`src/rtl/core/npe_pkg.sv`:
```
// ----------------------------------------------------------------------------
// Palette expander package
// Shared types and constants of the 4bpp image to RGB565 expander.
// ----------------------------------------------------------------------------
`timescale 1ns / 1ps
`default_nettype none

package npe_pkg;

  // Configuration register indexes
  localparam int unsigned CFG_INDEX_W = 2;
  localparam logic [CFG_INDEX_W-1:0] CFG_BG = 2'd0;
  localparam logic [CFG_INDEX_W-1:0] CFG_FG = 2'd1;

  localparam logic [15:0] BG_RESET = 16'h18A2;
  localparam logic [15:0] FG_RESET = 16'hF79D;

  // "TIM4", first byte in the lowest lane
  localparam logic [3:0][7:0] MAGIC_WORD = {8'h34, 8'h4D, 8'h49, 8'h54};

  // Entries of the queue between parser and expander (power of two)
  localparam int unsigned QUEUE_DEPTH = 4;

  typedef enum logic [1:0] {
    KIND_PAIR   = 2'd0,
    KIND_CLEAR  = 2'd1,
    KIND_STATUS = 2'd2
  } kind_e;

  typedef enum logic [1:0] {
    ST_OK       = 2'd0,
    ST_BAD_HDR  = 2'd1,
    ST_TRUNC    = 2'd2,
    ST_BAD_SIZE = 2'd3
  } status_e;

  typedef struct packed {
    logic [7:0] data_byte;
    logic       end_of_file;
  } in_t;

  typedef struct packed {
    kind_e       kind;
    logic [9:0]  screen_x;
    logic [9:0]  screen_y;
    logic [15:0] left_pixel;
    logic [15:0] right_pixel;
    status_e     status_code;
    logic        final_result;
  } out_t;

  // Work for the expander: a pair or a clear, optionally followed by a status, or a status alone
  typedef struct packed {
    logic       has_pair;
    logic       has_clear;
    logic       has_status;
    status_e    code;
    logic [7:0] pixels;
    logic [9:0] x;
    logic [9:0] y;
  } cmd_t;

  // Palette read request, two nibbles per pixel byte
  typedef struct packed {
    logic       en;
    logic [3:0] idx_l;
    logic [3:0] idx_r;
  } pal_rd_t;

endpackage

`default_nettype wire

```
`src/rtl/core/npe_palette.sv`:
```
// ----------------------------------------------------------------------------
// Palette expander gradient table
// Color registers, 16-entry gradient memory rebuilt by a sweep, two read ports.
// ----------------------------------------------------------------------------
`timescale 1ns / 1ps
`default_nettype none

module npe_palette (
  input  wire logic                               clk_i,
  input  wire logic                               rst_ni,
  input  wire logic                               cfg_valid_i,
  output logic                                    cfg_ready_o,
  input  wire logic [npe_pkg::CFG_INDEX_W-1:0]    cfg_index_i,
  input  wire logic [15:0]                        cfg_data_i,
  input  wire npe_pkg::pal_rd_t                   rd_i,
  output logic [15:0]                             rd_left_o,
  output logic [15:0]                             rd_right_o,
  output logic [15:0]                             bg_color_o,
  output logic                                    busy_o
);
  import npe_pkg::*;

  // floor(a / 15) = (a * 2185) >> 15 for a below 1024
  localparam logic [11:0] RECIP_15  = 12'd2185;
  localparam int unsigned QUO_SHIFT = 15;

  logic [15:0] bg_q, fg_q;
  logic        busy_q;
  logic [3:0]  idx_q;
  logic [9:0]  acc_q [3];
  logic [9:0]  acc_d [3];

  logic [5:0]  ch_from [3];
  logic [5:0]  ch_to   [3];
  logic [6:0]  ch_diff [3];
  logic [5:0]  ch_mag  [3];
  logic [21:0] ch_prod [3];
  logic [5:0]  ch_val  [3];
  logic [15:0] entry;
  logic        cfg_hit;

  logic [15:0] mem [16];
  logic [15:0] rd_left_q, rd_right_q;

  assign cfg_ready_o = 1'b1;
  assign cfg_hit     = cfg_valid_i && (cfg_index_i == CFG_BG || cfg_index_i == CFG_FG);

  always_comb begin
    ch_from[0] = {1'b0, bg_q[15:11]};
    ch_from[1] = bg_q[10:5];
    ch_from[2] = {1'b0, bg_q[4:0]};
    ch_to[0]   = {1'b0, fg_q[15:11]};
    ch_to[1]   = fg_q[10:5];
    ch_to[2]   = {1'b0, fg_q[4:0]};
    for (int c = 0; c < 3; c++) begin
      ch_diff[c] = {1'b0, ch_to[c]} - {1'b0, ch_from[c]};
      ch_mag[c]  = ch_diff[c][6] ? 6'(-ch_diff[c]) : ch_diff[c][5:0];
      ch_prod[c] = 22'(acc_q[c]) * 22'(RECIP_15);
      // truncate toward zero: step from the start color by the magnitude
      ch_val[c]  = ch_diff[c][6] ? ch_from[c] - ch_prod[c][QUO_SHIFT+5:QUO_SHIFT]
                                 : ch_from[c] + ch_prod[c][QUO_SHIFT+5:QUO_SHIFT];
      acc_d[c]   = acc_q[c] + 10'(ch_mag[c]);
    end
    entry = {ch_val[0][4:0], ch_val[1], ch_val[2][4:0]};
  end

  always_ff @(posedge clk_i or negedge rst_ni) begin
    if (!rst_ni) begin
      bg_q   <= BG_RESET;
      fg_q   <= FG_RESET;
      busy_q <= 1'b1;
      idx_q  <= '0;
      for (int c = 0; c < 3; c++) acc_q[c] <= '0;
    end else if (cfg_hit) begin
      if (cfg_index_i == CFG_BG) bg_q <= cfg_data_i;
      else                       fg_q <= cfg_data_i;
      // restart the rebuild from entry zero
      busy_q <= 1'b1;
      idx_q  <= '0;
      for (int c = 0; c < 3; c++) acc_q[c] <= '0;
    end else if (busy_q) begin
      idx_q <= idx_q + 4'd1;
      for (int c = 0; c < 3; c++) acc_q[c] <= acc_d[c];
      if (idx_q == 4'd15) busy_q <= 1'b0;
    end
  end

  always_ff @(posedge clk_i) begin
    if (busy_q) mem[idx_q] <= entry;
  end

  always_ff @(posedge clk_i) begin
    if (rd_i.en) begin
      rd_left_q  <= mem[rd_i.idx_l];
      rd_right_q <= mem[rd_i.idx_r];
    end
  end

  assign rd_left_o  = rd_left_q;
  assign rd_right_o = rd_right_q;
  assign bg_color_o = bg_q;
  assign busy_o     = busy_q;

endmodule

`default_nettype wire

```
`src/rtl/core/npe_front.sv`:
```
// ----------------------------------------------------------------------------
// Palette expander parser
// Accepts file bytes, checks the header and turns each pixel byte into expander work.
// ----------------------------------------------------------------------------
`timescale 1ns / 1ps
`default_nettype none

module npe_front #(
  parameter int unsigned PANEL_WIDTH  = 156,
  parameter int unsigned PANEL_HEIGHT = 240,
  parameter int unsigned PANEL_LEFT   = 164
) (
  input  wire logic         clk_i,
  input  wire logic         rst_ni,
  input  wire logic         in_valid_i,
  input  wire npe_pkg::in_t in_data_i,
  output logic              in_stall_o,
  input  wire logic         busy_i,
  input  wire logic         full_i,
  output logic              push_o,
  output npe_pkg::cmd_t     cmd_o
);
  import npe_pkg::*;

  localparam logic [15:0] PW16 = 16'(PANEL_WIDTH);
  localparam logic [15:0] PH16 = 16'(PANEL_HEIGHT);
  localparam logic [10:0] PW11 = 11'(PANEL_WIDTH);
  localparam logic [10:0] PH11 = 11'(PANEL_HEIGHT);
  localparam logic [9:0]  PL10 = 10'(PANEL_LEFT);

  typedef enum logic [1:0] {
    PH_HEADER,
    PH_PIXELS,
    PH_DISCARD,
    PH_TRAILING
  } phase_e;

  phase_e      phase_q, phase_d;
  logic [2:0]  pos_q, pos_d;
  logic [15:0] width_q, width_d;
  logic [15:0] height_q, height_d;
  logic [9:0]  col_q, col_d;
  logic [9:0]  row_q, row_d;
  logic [9:0]  xb_q, xb_d;
  logic [9:0]  yb_q, yb_d;

  logic        accept;
  logic [7:0]  d;
  logic        eof;
  logic [15:0] hdr_h;
  logic        bad_size, undersize;
  logic [10:0] w_span, h_span;
  logic        last_col, last_row, done;
  cmd_t        cmd;

  assign in_stall_o = busy_i || full_i;
  assign accept     = in_valid_i && !in_stall_o;
  assign d          = in_data_i.data_byte;
  assign eof        = in_data_i.end_of_file;

  always_comb begin
    hdr_h     = {d, height_q[7:0]};
    bad_size  = (width_q == '0) || (hdr_h == '0) || width_q[0] ||
                (width_q > PW16) || (hdr_h > PH16);
    undersize = (width_q < PW16) || (hdr_h < PH16);
    w_span    = PW11 - width_q[10:0];
    h_span    = PH11 - hdr_h[10:0];
    last_col  = ({1'b0, col_q} + 11'd1) >= {1'b0, width_q[10:1]};
    last_row  = ({1'b0, row_q} + 11'd1) >= height_q[10:0];
    done      = last_col && last_row;
  end

  always_comb begin
    phase_d  = phase_q;
    pos_d    = pos_q;
    width_d  = width_q;
    height_d = height_q;
    col_d    = col_q;
    row_d    = row_q;
    xb_d     = xb_q;
    yb_d     = yb_q;
    cmd      = '0;
    if (accept) begin
      unique case (phase_q)
        PH_HEADER: begin
          if (pos_q < 3'd4 && d != MAGIC_WORD[pos_q[1:0]]) begin
            cmd.has_status = 1'b1;
            cmd.code       = ST_BAD_HDR;
            phase_d        = eof ? PH_HEADER : PH_DISCARD;
            pos_d          = '0;
          end else if (pos_q != 3'd7) begin
            unique case (pos_q)
              3'd4:    width_d  = {8'h00, d};
              3'd5:    width_d  = {d, width_q[7:0]};
              3'd6:    height_d = {8'h00, d};
              default: ;
            endcase
            if (eof) begin
              cmd.has_status = 1'b1;
              cmd.code       = ST_BAD_HDR;
              pos_d          = '0;
            end else begin
              pos_d = pos_q + 3'd1;
            end
          end else begin
            height_d = hdr_h;
            pos_d    = '0;
            if (bad_size) begin
              cmd.has_status = 1'b1;
              cmd.code       = ST_BAD_SIZE;
              phase_d        = eof ? PH_HEADER : PH_DISCARD;
            end else begin
              cmd.has_clear = undersize;
              cmd.x         = PL10;
              if (eof) begin
                cmd.has_status = 1'b1;
                cmd.code       = ST_TRUNC;
              end else begin
                phase_d = PH_PIXELS;
                col_d   = '0;
                row_d   = '0;
                xb_d    = PL10 + w_span[10:1];
                yb_d    = h_span[10:1];
              end
            end
          end
        end
        PH_PIXELS: begin
          cmd.has_pair = 1'b1;
          cmd.pixels   = d;
          cmd.x        = xb_q + {col_q[8:0], 1'b0};
          cmd.y        = yb_q + row_q;
          if (last_col) begin
            col_d = '0;
            if (!last_row) row_d = row_q + 10'd1;
          end else begin
            col_d = col_q + 10'd1;
          end
          if (eof) begin
            cmd.has_status = 1'b1;
            cmd.code       = done ? ST_OK : ST_TRUNC;
            phase_d        = PH_HEADER;
            col_d          = '0;
            row_d          = '0;
          end else if (done) begin
            phase_d = PH_TRAILING;
          end
        end
        PH_TRAILING: begin
          if (eof) begin
            cmd.has_status = 1'b1;
            cmd.code       = ST_OK;
            phase_d        = PH_HEADER;
          end
        end
        PH_DISCARD: begin
          if (eof) phase_d = PH_HEADER;
        end
        default: phase_d = PH_HEADER;
      endcase
    end
  end

  always_ff @(posedge clk_i or negedge rst_ni) begin
    if (!rst_ni) begin
      phase_q  <= PH_HEADER;
      pos_q    <= '0;
      width_q  <= '0;
      height_q <= '0;
      col_q    <= '0;
      row_q    <= '0;
      xb_q     <= '0;
      yb_q     <= '0;
    end else begin
      phase_q  <= phase_d;
      pos_q    <= pos_d;
      width_q  <= width_d;
      height_q <= height_d;
      col_q    <= col_d;
      row_q    <= row_d;
      xb_q     <= xb_d;
      yb_q     <= yb_d;
    end
  end

  assign push_o = cmd.has_pair || cmd.has_clear || cmd.has_status;
  assign cmd_o  = cmd;

endmodule

`default_nettype wire

```
`src/rtl/core/npe_queue.sv`:
```
// ----------------------------------------------------------------------------
// Palette expander work queue
// Short FIFO of work between the parser and the expander.
// ----------------------------------------------------------------------------
`timescale 1ns / 1ps
`default_nettype none

module npe_queue (
  input  wire logic          clk_i,
  input  wire logic          rst_ni,
  input  wire logic          push_i,
  input  wire npe_pkg::cmd_t push_data_i,
  input  wire logic          pop_i,
  output npe_pkg::cmd_t      pop_data_o,
  output logic               empty_o,
  output logic               full_o
);
  import npe_pkg::*;

  localparam int unsigned PTR_W = $clog2(QUEUE_DEPTH);
  localparam int unsigned CNT_W = $clog2(QUEUE_DEPTH + 1);

  cmd_t             mem_q [QUEUE_DEPTH];
  logic [PTR_W-1:0] wr_ptr_q, rd_ptr_q;
  logic [CNT_W-1:0] count_q;

  assign empty_o    = (count_q == '0);
  assign full_o     = (count_q == CNT_W'(QUEUE_DEPTH));
  assign pop_data_o = mem_q[rd_ptr_q];

  always_ff @(posedge clk_i) begin
    if (push_i) mem_q[wr_ptr_q] <= push_data_i;
  end

  always_ff @(posedge clk_i or negedge rst_ni) begin
    if (!rst_ni) begin
      wr_ptr_q <= '0;
      rd_ptr_q <= '0;
      count_q  <= '0;
    end else begin
      if (push_i) wr_ptr_q <= wr_ptr_q + PTR_W'(1);
      if (pop_i)  rd_ptr_q <= rd_ptr_q + PTR_W'(1);
      if (push_i && !pop_i)      count_q <= count_q + CNT_W'(1);
      else if (pop_i && !push_i) count_q <= count_q - CNT_W'(1);
    end
  end

`ifndef SYNTHESIS
  a_no_push_full: assert property (@(posedge clk_i) disable iff (!rst_ni)
    push_i |-> !full_o) else $error("push into full queue");
  a_no_pop_empty: assert property (@(posedge clk_i) disable iff (!rst_ni)
    pop_i |-> !empty_o) else $error("pop from empty queue");
  a_count_up: assert property (@(posedge clk_i) disable iff (!rst_ni)
    (push_i && !pop_i) |=> count_q == $past(count_q) + CNT_W'(1))
    else $error("queue count did not advance on push");
`endif

endmodule

`default_nettype wire

```
`src/rtl/core/npe_back.sv`:
```
// ----------------------------------------------------------------------------
// Palette expander output stage
// Looks up pixel colors and sends one or two results per unit of work.
// ----------------------------------------------------------------------------
`timescale 1ns / 1ps
`default_nettype none

module npe_back (
  input  wire logic          clk_i,
  input  wire logic          rst_ni,
  input  wire logic          q_valid_i,
  input  wire npe_pkg::cmd_t q_data_i,
  output logic               pop_o,
  output npe_pkg::pal_rd_t   rd_o,
  input  wire logic [15:0]   rd_left_i,
  input  wire logic [15:0]   rd_right_i,
  input  wire logic [15:0]   bg_color_i,
  output logic               out_valid_o,
  output npe_pkg::out_t      out_data_o,
  input  wire logic          out_stall_i
);
  import npe_pkg::*;

  logic  a_valid_q;
  logic  a_second_q;
  cmd_t  a_cmd_q;
  logic  out_valid_q;
  out_t  out_q;

  logic  out_free, a_send, a_last, a_done;
  out_t  res;

  assign out_free = !out_valid_q || !out_stall_i;
  assign a_send   = a_valid_q && out_free;
  assign a_last   = a_second_q ||
                    !(a_cmd_q.has_status && (a_cmd_q.has_pair || a_cmd_q.has_clear));
  assign a_done   = a_send && a_last;
  assign pop_o    = q_valid_i && (!a_valid_q || a_done);

  assign rd_o.en    = pop_o;
  assign rd_o.idx_l = q_data_i.pixels[7:4];
  assign rd_o.idx_r = q_data_i.pixels[3:0];

  always_comb begin
    res = '0;
    if (a_second_q || !(a_cmd_q.has_pair || a_cmd_q.has_clear)) begin
      res.kind         = KIND_STATUS;
      res.status_code  = a_cmd_q.code;
      res.final_result = 1'b1;
    end else if (a_cmd_q.has_pair) begin
      res.kind        = KIND_PAIR;
      res.screen_x    = a_cmd_q.x;
      res.screen_y    = a_cmd_q.y;
      res.left_pixel  = rd_left_i;
      res.right_pixel = rd_right_i;
      res.status_code = ST_OK;
    end else begin
      res.kind        = KIND_CLEAR;
      res.screen_x    = a_cmd_q.x;
      res.left_pixel  = bg_color_i;
      res.right_pixel = bg_color_i;
      res.status_code = ST_OK;
    end
  end

  always_ff @(posedge clk_i or negedge rst_ni) begin
    if (!rst_ni) begin
      a_valid_q   <= 1'b0;
      a_second_q  <= 1'b0;
      a_cmd_q     <= '0;
      out_valid_q <= 1'b0;
      out_q       <= '0;
    end else begin
      priority if (pop_o) begin
        a_valid_q  <= 1'b1;
        a_second_q <= 1'b0;
        a_cmd_q    <= q_data_i;
      end else if (a_done) begin
        a_valid_q  <= 1'b0;
        a_second_q <= 1'b0;
      end else if (a_send) begin
        // first of two results went out, status follows
        a_second_q <= 1'b1;
      end else begin
        a_valid_q <= a_valid_q;
      end
      if (a_send) begin
        out_valid_q <= 1'b1;
        out_q       <= res;
      end else if (!out_stall_i) begin
        out_valid_q <= 1'b0;
      end
    end
  end

  assign out_valid_o = out_valid_q;
  assign out_data_o  = out_q;

`ifndef SYNTHESIS
  a_second_held: assert property (@(posedge clk_i) disable iff (!rst_ni)
    a_second_q |-> a_valid_q && a_cmd_q.has_status)
    else $error("second result without pending status");
  a_second_next: assert property (@(posedge clk_i) disable iff (!rst_ni)
    (a_send && !a_last) |=> a_second_q)
    else $error("status of a two-result transaction lost");
  a_pop_valid: assert property (@(posedge clk_i) disable iff (!rst_ni)
    pop_o |-> q_valid_i) else $error("pop without queued work");
`endif

endmodule

`default_nettype wire

```
`src/rtl/core/nibble_image_palette_expander.sv`:
```
// ----------------------------------------------------------------------------
// Nibble image palette expander
// Parses a 4bpp image file and emits centered RGB565 pixel pairs, clears and status.
// ----------------------------------------------------------------------------
//   channel   direction  handshake            payload
//   in        input      in_valid / in_stall   npe_pkg::in_t  (byte, end flag)
//   out       output     out_valid / out_stall npe_pkg::out_t (pair/clear/status)
//   cfg       input      cfg_valid / cfg_ready index 0 background, 1 foreground
//
// One file byte per cycle while in_stall is low; a byte that yields two results holds
// the output stage for a second result, and the 4-entry work queue absorbs that.
// After reset and after each color write the 16-entry gradient table is
// rebuilt one entry per cycle, and input is stalled until it is done.
// in_stall rises while the table rebuilds or the work queue is full.
// A result waits in the output register while out_stall is high.
// ----------------------------------------------------------------------------
`timescale 1ns / 1ps
`default_nettype none

module nibble_image_palette_expander #(
  parameter int unsigned PANEL_WIDTH  = 156,
  parameter int unsigned PANEL_HEIGHT = 240,
  parameter int unsigned PANEL_LEFT   = 164
) (
  input  wire logic                            clk_i,
  input  wire logic                            rst_ni,
  input  wire logic                            in_valid_i,
  input  wire npe_pkg::in_t                    in_data_i,
  output logic                                 in_stall_o,
  output logic                                 out_valid_o,
  output npe_pkg::out_t                        out_data_o,
  input  wire logic                            out_stall_i,
  input  wire logic                            cfg_valid_i,
  output logic                                 cfg_ready_o,
  input  wire logic [npe_pkg::CFG_INDEX_W-1:0] cfg_index_i,
  input  wire logic [15:0]                     cfg_data_i
);
  import npe_pkg::*;

  logic        busy, q_full, q_empty, push, pop;
  cmd_t        push_cmd, head_cmd;
  pal_rd_t     rd;
  logic [15:0] rd_left, rd_right, bg_color;

  npe_palette u_palette (
    .clk_i       (clk_i),
    .rst_ni      (rst_ni),
    .cfg_valid_i (cfg_valid_i),
    .cfg_ready_o (cfg_ready_o),
    .cfg_index_i (cfg_index_i),
    .cfg_data_i  (cfg_data_i),
    .rd_i        (rd),
    .rd_left_o   (rd_left),
    .rd_right_o  (rd_right),
    .bg_color_o  (bg_color),
    .busy_o      (busy)
  );

  npe_front #(
    .PANEL_WIDTH  (PANEL_WIDTH),
    .PANEL_HEIGHT (PANEL_HEIGHT),
    .PANEL_LEFT   (PANEL_LEFT)
  ) u_front (
    .clk_i      (clk_i),
    .rst_ni     (rst_ni),
    .in_valid_i (in_valid_i),
    .in_data_i  (in_data_i),
    .in_stall_o (in_stall_o),
    .busy_i     (busy),
    .full_i     (q_full),
    .push_o     (push),
    .cmd_o      (push_cmd)
  );

  npe_queue u_queue (
    .clk_i       (clk_i),
    .rst_ni      (rst_ni),
    .push_i      (push),
    .push_data_i (push_cmd),
    .pop_i       (pop),
    .pop_data_o  (head_cmd),
    .empty_o     (q_empty),
    .full_o      (q_full)
  );

  npe_back u_back (
    .clk_i       (clk_i),
    .rst_ni      (rst_ni),
    .q_valid_i   (!q_empty),
    .q_data_i    (head_cmd),
    .pop_o       (pop),
    .rd_o        (rd),
    .rd_left_i   (rd_left),
    .rd_right_i  (rd_right),
    .bg_color_i  (bg_color),
    .out_valid_o (out_valid_o),
    .out_data_o  (out_data_o),
    .out_stall_i (out_stall_i)
  );

endmodule

`default_nettype wire
```
`config.mk`:
```
export PLATFORM = sky130hd
export DESIGN_NAME = nibble_image_palette_expander
export DESIGN_NICKNAME = d
export VERILOG_FILES = /design/src/rtl/core/npe_pkg.sv /design/src/rtl/core/npe_palette.sv /design/src/rtl/core/npe_front.sv /design/src/rtl/core/npe_queue.sv /design/src/rtl/core/npe_back.sv /design/src/rtl/core/nibble_image_palette_expander.sv
export SDC_FILE = /design/constraint.sdc
export NUM_CORES = 1
export LEC_CHECK = 0
export BUFFER_PORTS_ARGS = -buffer_cell sky130_fd_sc_hd__buf_2
export CORE_UTILIZATION = 30
export CTS_CLUSTER_SIZE = 40
export DETAILED_ROUTE_END_ITERATION = 8
export HOLD_SLACK_MARGIN = 0.1
export SLEW_MARGIN = 20
export SYNTH_ARGS = -nofsm -noshare
export SYNTH_HDL_FRONTEND = slang
export SYNTH_HIERARCHICAL = 1
export SYNTH_SLANG_ARGS = --single-unit
export TNS_END_PERCENT = 50
```
`constraint.sdc`:
```
create_clock -name clk_i -period 11.9 [get_ports clk_i]
set_clock_uncertainty 0.2 [all_clocks]
set_input_delay 2.38 -clock clk_i [delete_from_list [all_inputs] [get_ports clk_i]]
set_output_delay 2.38 -clock clk_i [all_outputs]
set_load 0.05 [all_outputs]
```
# --- Word level (Yosys, flattened, before mapping) ---
# Memories as Yosys holds them, arrays and structs flattened. A register that Yosys moved wholly into a read port is not among the register bits.
# Cells that the tools add are included.
word_totals:
  register_bits: 231
  ramBits: 388
  inputBits: 32
  n_memories: 2
memory_table:
  columns: ["name", "depth", "width", "rd", "rd_ports_with_merged_regs", "write_ports", "line", "rtl"]
  rows:
  - ["u_palette.mem", 16, 16, 2, 2, 1, "npe_palette.sv:42", "logic [15:0] mem [16];"]
  - ["u_queue.mem_q", 4, 33, 1, 0, 1, "npe_queue.sv:23", "cmd_t mem_q [QUEUE_DEPTH];"]
classes:
  add_sub_neg: 30
  multipliers: 3
  n_lt_le_gt_ge: 8
  n_eq_ne: 23
  mux: 82
  bitwise: 6
  reduce_logical: 56
ops:
  columns: ["cell", "count"]
  rows:
  - ["$mux 10", 13]
  - ["$mux 30", 2]
  - ["$pmux 10 s2", 3]
  - ["$mux 52", 1]
  - ["$mul 10x12->20 const B", 2]
  - ["$mux 3", 12]
  - ["$mux 34", 1]
  - ["$mux 11", 3]
  - ["$mux 33", 1]
  - ["$gt 16x8->1 const B", 2]
  - ["$logic_not 16->1", 2]
  - ["$lt 16x8->1 const B", 2]
  - ["$pmux 16 s2", 1]
  - ["$add 10x6->10", 3]
  - ["$mux 6", 4]
  - ["$mux 8", 3]
  - ["$add 10x1->11 const B", 2]
  - ["$mux 2", 11]
  - ["$sub 8x11->11 const A", 2]
  - ["$mul 10x12->21 const B", 1]
  - ["$add 10x1->10 const B", 2]
  - ["$add 10x10->10", 2]
  - ["$mux 1", 20]
  - ["$neg 6->6", 3]
  - ["other kinds (44)", 110]

# --- Depth between registers and ports, before layout ---
# Gate-level depths: netlist of run 1.
depth:
  depth_word: 16
  depth_mapped: 26
  ltp_nobuf: 26

# --- Cells and area by module ---
# Netlist of run 1, hierarchy kept.
by_module_without_submodules:
  columns: ["module", "instances", "cells_per_inst", "area_per_inst_um2"]
  rows:
  - ["npe_palette", 1, 1352, 20408.3]
  - ["npe_front", 1, 576, 5220.0]
  - ["npe_queue", 1, 207, 5207.5]
  - ["npe_back", 1, 292, 3444.6]
  - ["nibble_image_palette_expander", 1, 1, 3.8]

# --- Least setup slack after synthesis of run 1 ---
# Ideal clock, no wire load.
synth_timing:
  path_type: "input port to flip-flop"
  from: "input in_data_i[1] (netlist name)"
  to: "memory u_queue/mem_q[0][0] (netlist name), enable pin"
  setup_time_ps: 393
  arrival_time_ps: 5040
  slack_ps: 6267
  stages: 7
  path_cell_list: "clkbuf_1 -> or4b_1 -> a22oi_1 -> a22oi_2 -> nor4_1 -> o21bai_1 -> and2_1"
synth_lines:
  columns: ["element", "line", "rtl"]
  rows:
  - ["start: declaration", "nibble_image_palette_expander.sv:28", "input wire npe_pkg::in_t in_data_i,"]
  - ["end: declaration", "npe_queue.sv:23", null]

==> flow_metrics.py, run 1 <==
metrics = {
    "outcome": {
        "status": "complete, no violations",
    },
    "place": {
        "gp_congestion": 0.781,
        "numPortBuffers": 90,
        "post-dp-hpwl_um": 53000,
    },
    "detailed_routing": {
        "drc": 0,
        "drt_first_pass_iters": 5,
        "routedWlPerCell_um": 19.7,
        "ant_nets": 0,
        "first_iter_violations": 1372,
        "viasPerCell": 4.93,
        "wirelength_um": 80400,
        "vias": 20200,
    },
    "setup_path": {
        "cp_common_cell": "inv_1",
        "cp_data_required_time_ns": 12.01,
        "worst-setup-path-type": "reg2reg",
        "r2r_cells": 26,
        "crit_path_max_incr_delay_ns": 0.82,
        "cp-start-kind": "flop",
        "crit_arrival_ns": 6.31,
        "cp-end-kind": "flop",
        "crit_path_max_fanout": 16,
        "critical-path-top-delay-family": "adder cells",
        "worst-path-stages": 26,
        "path_buf_inv": 7,
        "worst_path_max_delay_cell": "xnor2_1",
    },
    "final_layout": {
        "most-common-layout-cells": "420 x edfxtp_1, 229 x ha_1, 210 x dfrtp_1, 187 x mux4_2, 168 x inv_1",
        "areaGrowthSynthToFinish_pct": 13.5,
        "nets": 2820,
        "final_common_cell": "edfxtp_1",
        "drive_gt1_frac": 0.218,
    },
    "pwr": {
        "cellLeakagePower_nw": 15.6,
        "power_frac_comb": 0.440,
        "design_power_total_mw": 11.3,
        "seq_power_share": 0.357,
        "ir_drop_v": 0.000181,
        "p_int_mw": 7.08,
        "swShare": 0.374,
        "p_per_area_mw_per_mm2": 291,
        "p_clk_frac": 0.204,
        "p_sw_mw": 4.23,
    },
    "timing": {
        "fmax_mhz": 161,
        "worst_pin_slew_ns": 1.09,
        "setup_viol": 0,
        "drv_slew": 0,
        "finalCriticalPeriod_ns": 6.20,
        "fin_setup_tns_ns": 0,
        "finalCritPeriodShare": 0.521,
        "final_hold_viol_count": 0,
        "slew_headroom": 0.275,
        "rsz0062_at_grt": "false",
    },
    "yosys": {
        "synth_top_area_frac": 0.368,
        "synthArstFlopShare": 0.354,
        "yosys-top-cells-area": "edfxtp_1 37%, dfrtp_1 15%, mux4_2 12%, ha_1 8.4%, xnor2_1 2.3%",
        "avgSynthCellArea_um2": 14.1,
        "synthesis.area_mm2": 0.0343,
        "yosysSeqAreaShare": 0.536,
        "syn-num-nets": 2722,
        "synth_cells": 2428,
        "ys_seq_elements": 650,
        "synth_edf_count": 420,
        "yosys.cell_types.count": 95,
        "yosysTopAreaCell": "edfxtp_1",
        "synth_flop_cell": "edfxtp_1",
        "synth_warnings": 6,
    },
    "floorplan": {
        "dieArea_mm2": 0.116,
        "dieHeight_um": 340,
        "coreArea_mm2": 0.113,
        "num_io_pins": 92,
        "die_x_um": 340,
        "row_count": 123,
        "initial_utilization": 0.304,
    },
    "clocking": {
        "tritoncts": "done",
        "htreeDepth": 3,
        "cts.clk_slew.worst_paths_ns": 0.06,
        "post_cts_buffers": 0,
        "cts_made_buffers": 74,
        "cts_max_path_buffers": 3,
        "cts_resized": 0,
        "hold_buffers": 0,
        "clock-sinks": 650,
        "clkLatencyLatePin_ns": 0.65,
        "cts_root_buf": "clkbuf_16",
    },
    "global_routing": {
        "antenna_found_initial": 1,
        "grt_pass1_vias": 20900,
        "grt_pass1_wl_um": 125000,
        "grt_max_degree": 93,
        "grt.total_usage": 0.141,
        "grt_overflow_total": 0,
    },
    "min_path": {
        "hp-class": "reg2reg",
        "hold_depth": 1,
    },
    "run": {
        "drv_cap": 0,
    },
}
==> per-stage QoR <==
| step | std cells | hold slack [ns] | setup slack (ns) | area (um2) | utilization |
|---|---|---|---|---|---|
| after floorplan | 2428 | 0.250 | 6.27 | 34300 | - |
| after global placement | 3949 | 0.261 | 5.71 | 36400 | 0.322 |
| after detailed placement | 3949 | 0.271 | 5.65 | 36400 | 0.322 |
| after CTS | 4085 | 0.265 | 5.68 | 38800 | 0.344 |
| after global routing | 4086 | 0.293 | 5.06 | 38900 | 0.344 |
| final | 4087 | 0.271 | 5.70 | 38900 | 0.344 |
==> area by class of cell <==
| class | count | area, um2 |
|---|---|---|
| inverter | 172 | 646 |
| sequential | 650 | 18400 |
| antenna | 1 | 2.50 |
| clock buffer | 100 | 2070 |
| clock inverter | 36 | 418 |
| multi-input combinational | 1498 | 14700 |
| tap | 1500 | 1880 |
| fill | 11000 | 74100 |
| timing repair buffer | 130 | 771 |
==> final timing paths <==
kind                       slack, ns               start                     to
setup / recovery                5.70  u_palette/acc_q[6]   u_palette/mem[11][4]
hold / removal                  0.27  u_back/a_cmd_q[17]  u_back/out_data_o[52]
setup reg to reg                5.70  u_palette/acc_q[6]   u_palette/mem[11][4]
hold reg to reg                 0.27  u_back/a_cmd_q[17]  u_back/out_data_o[52]
max in group asynchronous       8.50              rst_ni     u_palette/acc_q[5]
min in group asynchronous       1.58              rst_ni  u_back/out_data_o[15]
==> sequential cells by signal (all words and copies together) (netlist names), 4 cells and up <==
name / count
u_palette/acc_q: 30
u_front/xb_q: 10
u_front/width_q: 16
u_palette/bg_color_o: 16
u_front/height_q: 11
u_front/col_q: 10
u_palette/mem: 256
u_palette/rd_left_o: 16
u_front/yb_q: 10
u_palette/rd_right_o: 16
u_back/a_cmd_q: 25
u_front/row_q: 10
u_palette/fg_q: 16
u_back/out_data_o: 56
u_palette/idx_q: 4
u_queue/mem_q: 132
==> synth_stat cells, drive strengths merged (4+ instances only) <==
| cell type | count |
|---|---|
| edfxtp | 420 |
| ha | 229 |
| dfrtp | 212 |
| mux4 | 193 |
| inv | 172 |
| nand2 | 125 |
| a21oi | 108 |
| nor2 | 108 |
| o21ai | 108 |
| xnor2 | 91 |
| mux2 | 64 |
| clkbuf | 57 |
| buf | 51 |
| a21o | 45 |
| xor2 | 43 |
| nand3 | 37 |
| a22o | 36 |
| nor2b | 36 |
| fa | 33 |
| and3 | 27 |
| nor3 | 22 |
| dfstp | 18 |
| and2 | 17 |
| nor4 | 14 |
| nand4 | 12 |
| mux2i | 10 |
| or2 | 10 |
| a31oi | 9 |
| nand2b | 9 |
| a211oi | 7 |
| or3 | 7 |
| a21boi | 6 |
| nor3b | 6 |
| o211ai | 6 |
| o21a | 6 |
| o21bai | 6 |
| o22ai | 6 |
| a22oi | 5 |
| nand3b | 5 |
| o31ai | 5 |
| a211o | 4 |
| a31o | 4 |
| o41ai | 4 |
==> cells by family (layout without fill, tap and decap cells) <==
family                     Yosys count  count (layout)  share of synthesized area
muxes                              267             267                      0.151
and+or+nand+nor                    451             451                     0.0660
AOI/OAI and AO/OA                  383             383                     0.0731
adders and majority gates          262             262                      0.103
xor gates and xnor gates           134             134                     0.0342
DFF                                650             650                      0.536
other                                1               2                   0.000109
buffers and inverters              280             438                     0.0359
==> power by group through the flow <==
| stage | registers [mW] | clock network (mW) | logic [mW] |
|---|---|---|---|
| after global routing | 4.10 | 2.45 | 5.52 |
| after global placement | 4.06 | 0 | 4.92 |
| after detailed placement | 4.09 | 0 | 4.99 |
| after floorplan | 4.22 | 0 | 3.45 |
| final | 4.03 | 2.30 | 4.97 |
| after CTS | 4.05 | 2.37 | 5.01 |
==> routing by layer <==
layer	wire, um	vias to the layer above	global-route usage
li1	-	9349	-
met1	35000	10200	0.184
met2	39500	444	0.236
met3	3800	136	0.0244
met4	2110	2	0.0456
met5	13	-	0
Note: power is estimated with default switching activity, not from simulation.
==> inputs of run 2 (changes only) <==
==> constraint.sdc (replaced) <==
create_clock -name clk_i -period 5.21 [get_ports clk_i]
set_clock_uncertainty 0.2 [all_clocks]
set_input_delay 1.042 -clock clk_i [delete_from_list [all_inputs] [get_ports clk_i]]
set_output_delay 1.042 -clock clk_i [all_outputs]
set_load 0.05 [all_outputs]
==> flow_metrics.py, run 2 (synthesis gave the netlist of run 1 again) <==
metrics = {
    "timing": {
        "rsz0062_at_grt": "true",
        "worst_pin_slew_ns": 1.07,
        "drv_slew": 0,
        "setup_viol": 0,
        "slew_headroom": 0.290,
        "fmax_mhz": 195,
        "final_hold_viol_count": 0,
        "finalCriticalPeriod_ns": 5.13,
        "finalCritPeriodShare": 0.984,
        "fin_setup_tns_ns": 0,
    },
    "clocking": {
        "hold_buffers": 0,
        "cts_root_buf": "clkbuf_16",
        "cts.clk_slew.worst_paths_ns": 0.06,
        "htreeDepth": 3,
        "clkLatencyLatePin_ns": 0.62,
        "cts_made_buffers": 72,
        "tritoncts": "done",
        "clock-sinks": 650,
        "cts_max_path_buffers": 3,
    },
    "run": {
        "drv_cap": 0,
    },
    "detailed_routing": {
        "viasPerCell": 4.94,
        "routedWlPerCell_um": 19.5,
        "drc": 0,
        "drt_first_pass_iters": 5,
        "first_iter_violations": 1307,
        "vias": 20500,
        "ant_nets": 0,
        "wirelength_um": 80900,
    },
    "final_layout": {
        "fill_cells": 10900,
        "largest_reg_flops": 256,
        "most-common-layout-cells": "420 x edfxtp_1, 223 x ha_1, 210 x dfrtp_1, 187 x mux4_2, 162 x inv_1",
        "final_common_cell": "edfxtp_1",
        "multi_input_area_mm2": 0.0149,
        "areaGrowthSynthToFinish_pct": 15.6,
        "nets": 2895,
        "drive_gt1_frac": 0.253,
        "top_register": "u_palette/mem",
        "seqCellArea_mm2": 0.0184,
    },
    "pwr": {
        "cellLeakagePower_nw": 16.0,
        "design_power_total_mw": 26.8,
        "p_per_area_mw_per_mm2": 676,
        "ir_drop_v": 0.000517,
    },
    "place": {
        "post-dp-hpwl_um": 53300,
        "numPortBuffers": 90,
        "gp_congestion": 0.800,
    },
    "floorplan": {
        "num_io_pins": 92,
        "coreArea_mm2": 0.113,
        "dieHeight_um": 340,
        "dieArea_mm2": 0.116,
        "row_count": 123,
        "die_x_um": 340,
        "initial_utilization": 0.304,
    },
    "setup_path": {
        "crit_path_max_fanout": 16,
        "worst_path_max_delay_cell": "fa_1",
        "crit_path_max_incr_delay_ns": 0.47,
        "critical-path-top-delay-family": "adder cells",
        "cp-end-kind": "flop",
        "path_cells": "ha_1, inv_2, fa_1, inv_1, ha_1, inv_1, fa_1, inv_1, ha_1, a21oi_2, o21ai_2, o311a_4, a21oi_2, xor2_1, ha_2, nor2_1, xor2_1, xnor2_1, ha_1, a21o_1, a21oi_2, xnor2_2, xnor2_4, buf_12",
        "crit_arrival_ns": 5.27,
        "cp-start-kind": "flop",
        "worst-setup-path-type": "reg2reg",
        "rrSetupSlack_ns": 0.08,
        "cp_common_cell": "ha_1",
        "cp_data_required_time_ns": 5.35,
        "path_buf_inv": 5,
    },
    "global_routing": {
        "grt_overflow_total": 0,
        "antenna_found_initial": 3,
        "grt.total_usage": 0.140,
        "grt_pass1_vias": 21000,
        "grt_max_degree": 135,
        "grt_pass1_wl_um": 125000,
    },
    "outcome": {
        "status": "complete, no violations",
    },
    "min_path": {
        "hp-class": "in2async",
    },
}
==> run 2: cell count changes in the layout (fill, tap and decap cells not counted), sizes merged <==
cell	before	now
buf	129	206
clkbuf	101	86
clkinv	27	30
clkinvlp	1	6
==> run 2: worst paths after layout <==
path	startpoint	to	cells past startpoint
hold / removal	rst_ni	u_back/out_data_o[4]	1
setup / recovery	u_palette/acc_q[26]	u_palette/mem[4][15]	24
hold reg to reg	u_back/out_data_o[18]	u_back/out_data_o[18]	2
setup reg to reg	u_palette/acc_q[26]	u_palette/mem[4][15]	24
max in group asynchronous	rst_ni	u_front/width_q[15]	2
min in group clk_i	u_back/out_data_o[18]	u_back/out_data_o[18]	2
==> run 2: layout make-up <==
class,count,area share
flip-flops and latches,650,0.464
multi-input cells,1498,0.376
clock buffers,85,0.0480
well taps,1500,0.0474
repair buffers,207,0.0380
inverters,172,0.0163
clock inverters,44,0.0100
diodes,1,0.0000632
==> run 2: per-layer routing <==
metal  track usage  routed length, um
met5             0                 18
met4        0.0461               2250
met3        0.0208               3800
met2         0.236              39500
met1         0.183              35400
==> run 2: repair_timing <==
item	CTS	global route
endpoints found under the setup margin	64	112
pin swaps	4	36
resized for setup	7	36
setup buffers	3	6
cloned	0	1
==> run 2: power breakdown <==
part / switching (mW) / internal, mW
logic: 7.18 / 5.51
clock network: 2.08 / 2.87
registers: 0.633 / 8.49
total: 9.89 / 16.9
==> run 2: per-stage QoR <==
step / setup WS (ns) / std cells / utilization / hold slack, ns / cell area, um2
after floorplan: 0.000874 / 2428 / - / 0.250 / 34300
after global placement: -0.209 / 4018 / 0.328 / 0.263 / 37000
after detailed placement: -0.309 / 4018 / 0.328 / 0.270 / 37000
after CTS: 0.0120 / 4150 / 0.349 / 0.183 / 39400
after global routing: -0.183 / 4156 / 0.351 / 0.209 / 39600
final: 0.0830 / 4157 / 0.351 / 0.165 / 39600
==> inputs of run 3 (changes only) <==
--- a/config.mk
+++ b/config.mk
@@ -10,6 +10,7 @@
 export CTS_CLUSTER_SIZE = 40
 export DETAILED_ROUTE_END_ITERATION = 8
 export HOLD_SLACK_MARGIN = 0.1
+export REMOVE_ABC_BUFFERS = 1
 export SLEW_MARGIN = 20
 export SYNTH_ARGS = -nofsm -noshare
 export SYNTH_HDL_FRONTEND = slang
==> flow_metrics.py, run 3 (synthesis gave the netlist of run 1 again) <==
metrics = {
    "pwr": {
        "design_power_total_mw": 27.6,
        "p_per_area_mw_per_mm2": 687,
        "p_sw_mw": 10.2,
        "ir_drop_v": 0.000498,
        "p_int_mw": 17.3,
        "p_clk_frac": 0.195,
        "seq_power_share": 0.332,
        "power_frac_comb": 0.474,
        "swShare": 0.371,
        "cellLeakagePower_nw": 16.2,
    },
    "timing": {
        "holdWs_ns": 0.273,
        "finalCriticalPeriod_ns": 5.15,
        "slew_headroom": 0.243,
        "worst_pin_slew_ns": 1.14,
        "drv_slew": 0,
        "worst_slack_ns": 0.0575,
        "final_hold_viol_count": 0,
        "finalCritPeriodShare": 0.989,
        "rsz0062_at_grt": "true",
        "fmax_mhz": 194,
        "setup_viol": 0,
    },
    "detailed_routing": {
        "wirelength_um": 81900,
        "ant_nets": 0,
        "wirelength_met1_um": 36300,
        "routedWlPerCell_um": 19.6,
        "viasPerCell": 4.94,
        "wl_met2_um": 39000,
        "first_iter_violations": 1415,
        "highest_layer": "met4",
        "met3_length_um": 4370,
        "drc": 0,
        "drt_first_pass_iters": 6,
        "vias": 20700,
    },
    "global_routing": {
        "grt_max_degree": 138,
        "grt.total_usage": 0.142,
        "grt_overflow_total": 0,
        "grt_pass1_wl_um": 126000,
        "antenna_found_initial": 2,
        "grt_pass1_vias": 21100,
    },
    "place": {
        "pre_cts_ws_ns": -0.125,
        "gp_congestion": 0.794,
        "numPortBuffers": 90,
        "post-dp-hpwl_um": 54400,
    },
    "run": {
        "drv_cap": 0,
    },
    "final_layout": {
        "final_common_cell": "edfxtp_1",
        "most-common-layout-cells": "420 x edfxtp_1, 212 x ha_1, 208 x dfrtp_1, 187 x mux4_2, 157 x inv_1",
        "fill_cells": 10800,
        "drive_gt1_frac": 0.267,
        "nets": 2911,
        "antenna-diode-count": 0,
        "largest_reg_flops": 256,
        "top_register": "u_palette/mem",
        "post-route-util": 0.355,
        "areaGrowthSynthToFinish_pct": 17.0,
    },
    "clocking": {
        "cts_root_buf": "clkbuf_16",
        "cts_made_buffers": 75,
        "clock-sinks": 650,
        "clkLatencyLatePin_ns": 0.65,
        "htreeDepth": 3,
        "cts.clk_slew.worst_paths_ns": 0.06,
        "cts_max_path_buffers": 3,
        "tritoncts": "done",
    },
    "setup_path": {
        "crit_arrival_ns": 5.33,
        "worst-setup-path-type": "reg2reg",
        "crit_path_max_fanout": 8,
        "cp-start-kind": "flop",
        "cp_data_required_time_ns": 5.38,
        "cp-end-kind": "flop",
    },
    "outcome": {
        "status": "complete, no violations",
    },
    "floorplan": {
        "dieHeight_um": 340,
        "die_x_um": 340,
        "coreArea_mm2": 0.113,
        "dieArea_mm2": 0.116,
        "row_count": 123,
        "initial_utilization": 0.304,
        "num_io_pins": 92,
    },
    "min_path": {
        "hp-class": "reg2reg",
    },
}
## run 3: cell count changes in the layout (fill, tap and decap cells not counted), moves of 4 or more
cell      before  now
buf_6          0    8
ha_1         223  212
buf_12        12    8
ha_4           2   11
inv_1        162  157
buf_4        104  110
inv_2         10   14
clkinv_1      11   16
## run 3: stage by stage
step	setup TNS (ns)	area [um2]	std cells
final	0	40100	4178
after detailed placement	-5.02	37000	4015
after global routing	-6.68	40100	4178
after global placement	-2.61	36900	4014
after CTS	-1.00	39500	4154
after floorplan	-18.54	33700	2320
## run 3: final timing paths
kind,cells past startpoint,slack [ns],endpoint,start
setup / recovery,27,0.06,u_palette/mem[2][4],u_palette/acc_q[9]
hold / removal,2,0.27,u_back/out_data_o[34],u_back/out_data_o[34]
setup reg to reg,27,0.06,u_palette/mem[2][4],u_palette/acc_q[9]
hold reg to reg,2,0.27,u_back/out_data_o[34],u_back/out_data_o[34]
max in group asynchronous,3,2.91,u_palette/acc_q[25],rst_ni
min in group asynchronous,2,0.67,u_palette/acc_q[7],rst_ni
## run 3: critical path: stages, from the launching register on
cell and delay (ns):
dfrtp_1 0.41, ha_4 0.15, inv_2 0.03, fa_1 0.47, inv_1 0.08, ha_2 0.17
inv_2 0.03, fa_1 0.50, inv_2 0.05, ha_4 0.14, a21o_1 0.16, a21o_1 0.17
a22oi_2 0.20, nor2_2 0.08, nor2_2 0.15, xnor2_2 0.14, inv_1 0.06, ha_2 0.17
nor2_2 0.09, xor2_1 0.18, xnor2_1 0.11, ha_1 0.31, a21o_1 0.17, a21oi_2 0.14
xnor2_1 0.15, xnor2_1 0.11, buf_4 0.15, buf_6 0.13
## run 3: cell type report
| type | count | area [um2] | share of cell area |
|---|---|---|---|
| Tap cell | 1500 | 1880 | 0.0468 |
| Clock buffer | 92 | 2020 | 0.0504 |
| Clock inverter | 46 | 513 | 0.0128 |
| Multi-Input combinational cell | 1498 | 15100 | 0.376 |
| Inverter | 172 | 646 | 0.0161 |
| Timing Repair Buffer | 220 | 1580 | 0.0393 |
| Sequential cell | 650 | 18400 | 0.459 |
## run 3: power by group through the flow
stage	Sequential (mW)	Clock (mW)	Combinational (mW)
after floorplan	9.78	0	7.53
after global placement	9.19	0	11.9
after detailed placement	9.23	0	12.1
after CTS	9.14	5.52	12.2
after global routing	9.28	5.71	14.4
final	9.14	5.37	13.1
## run 3: what timing repair did
action / CTS / global route
setup buffers: 0 / 20
gates resized for setup: 6 / 92
hold buffers: 1 / 0
pin swaps: 1 / 52
gates cloned: 0 / 4
endpoints found under the hold margin: 25 / 0
setup endpoints to repair: 64 / 135
## run 3: routing by layer
metal,track usage,vias to the layer above
met1,0.193,10500
met3,0.0238,122
met2,0.230,478
met4,0.0482,0
met5,0,-
li1,-,9514
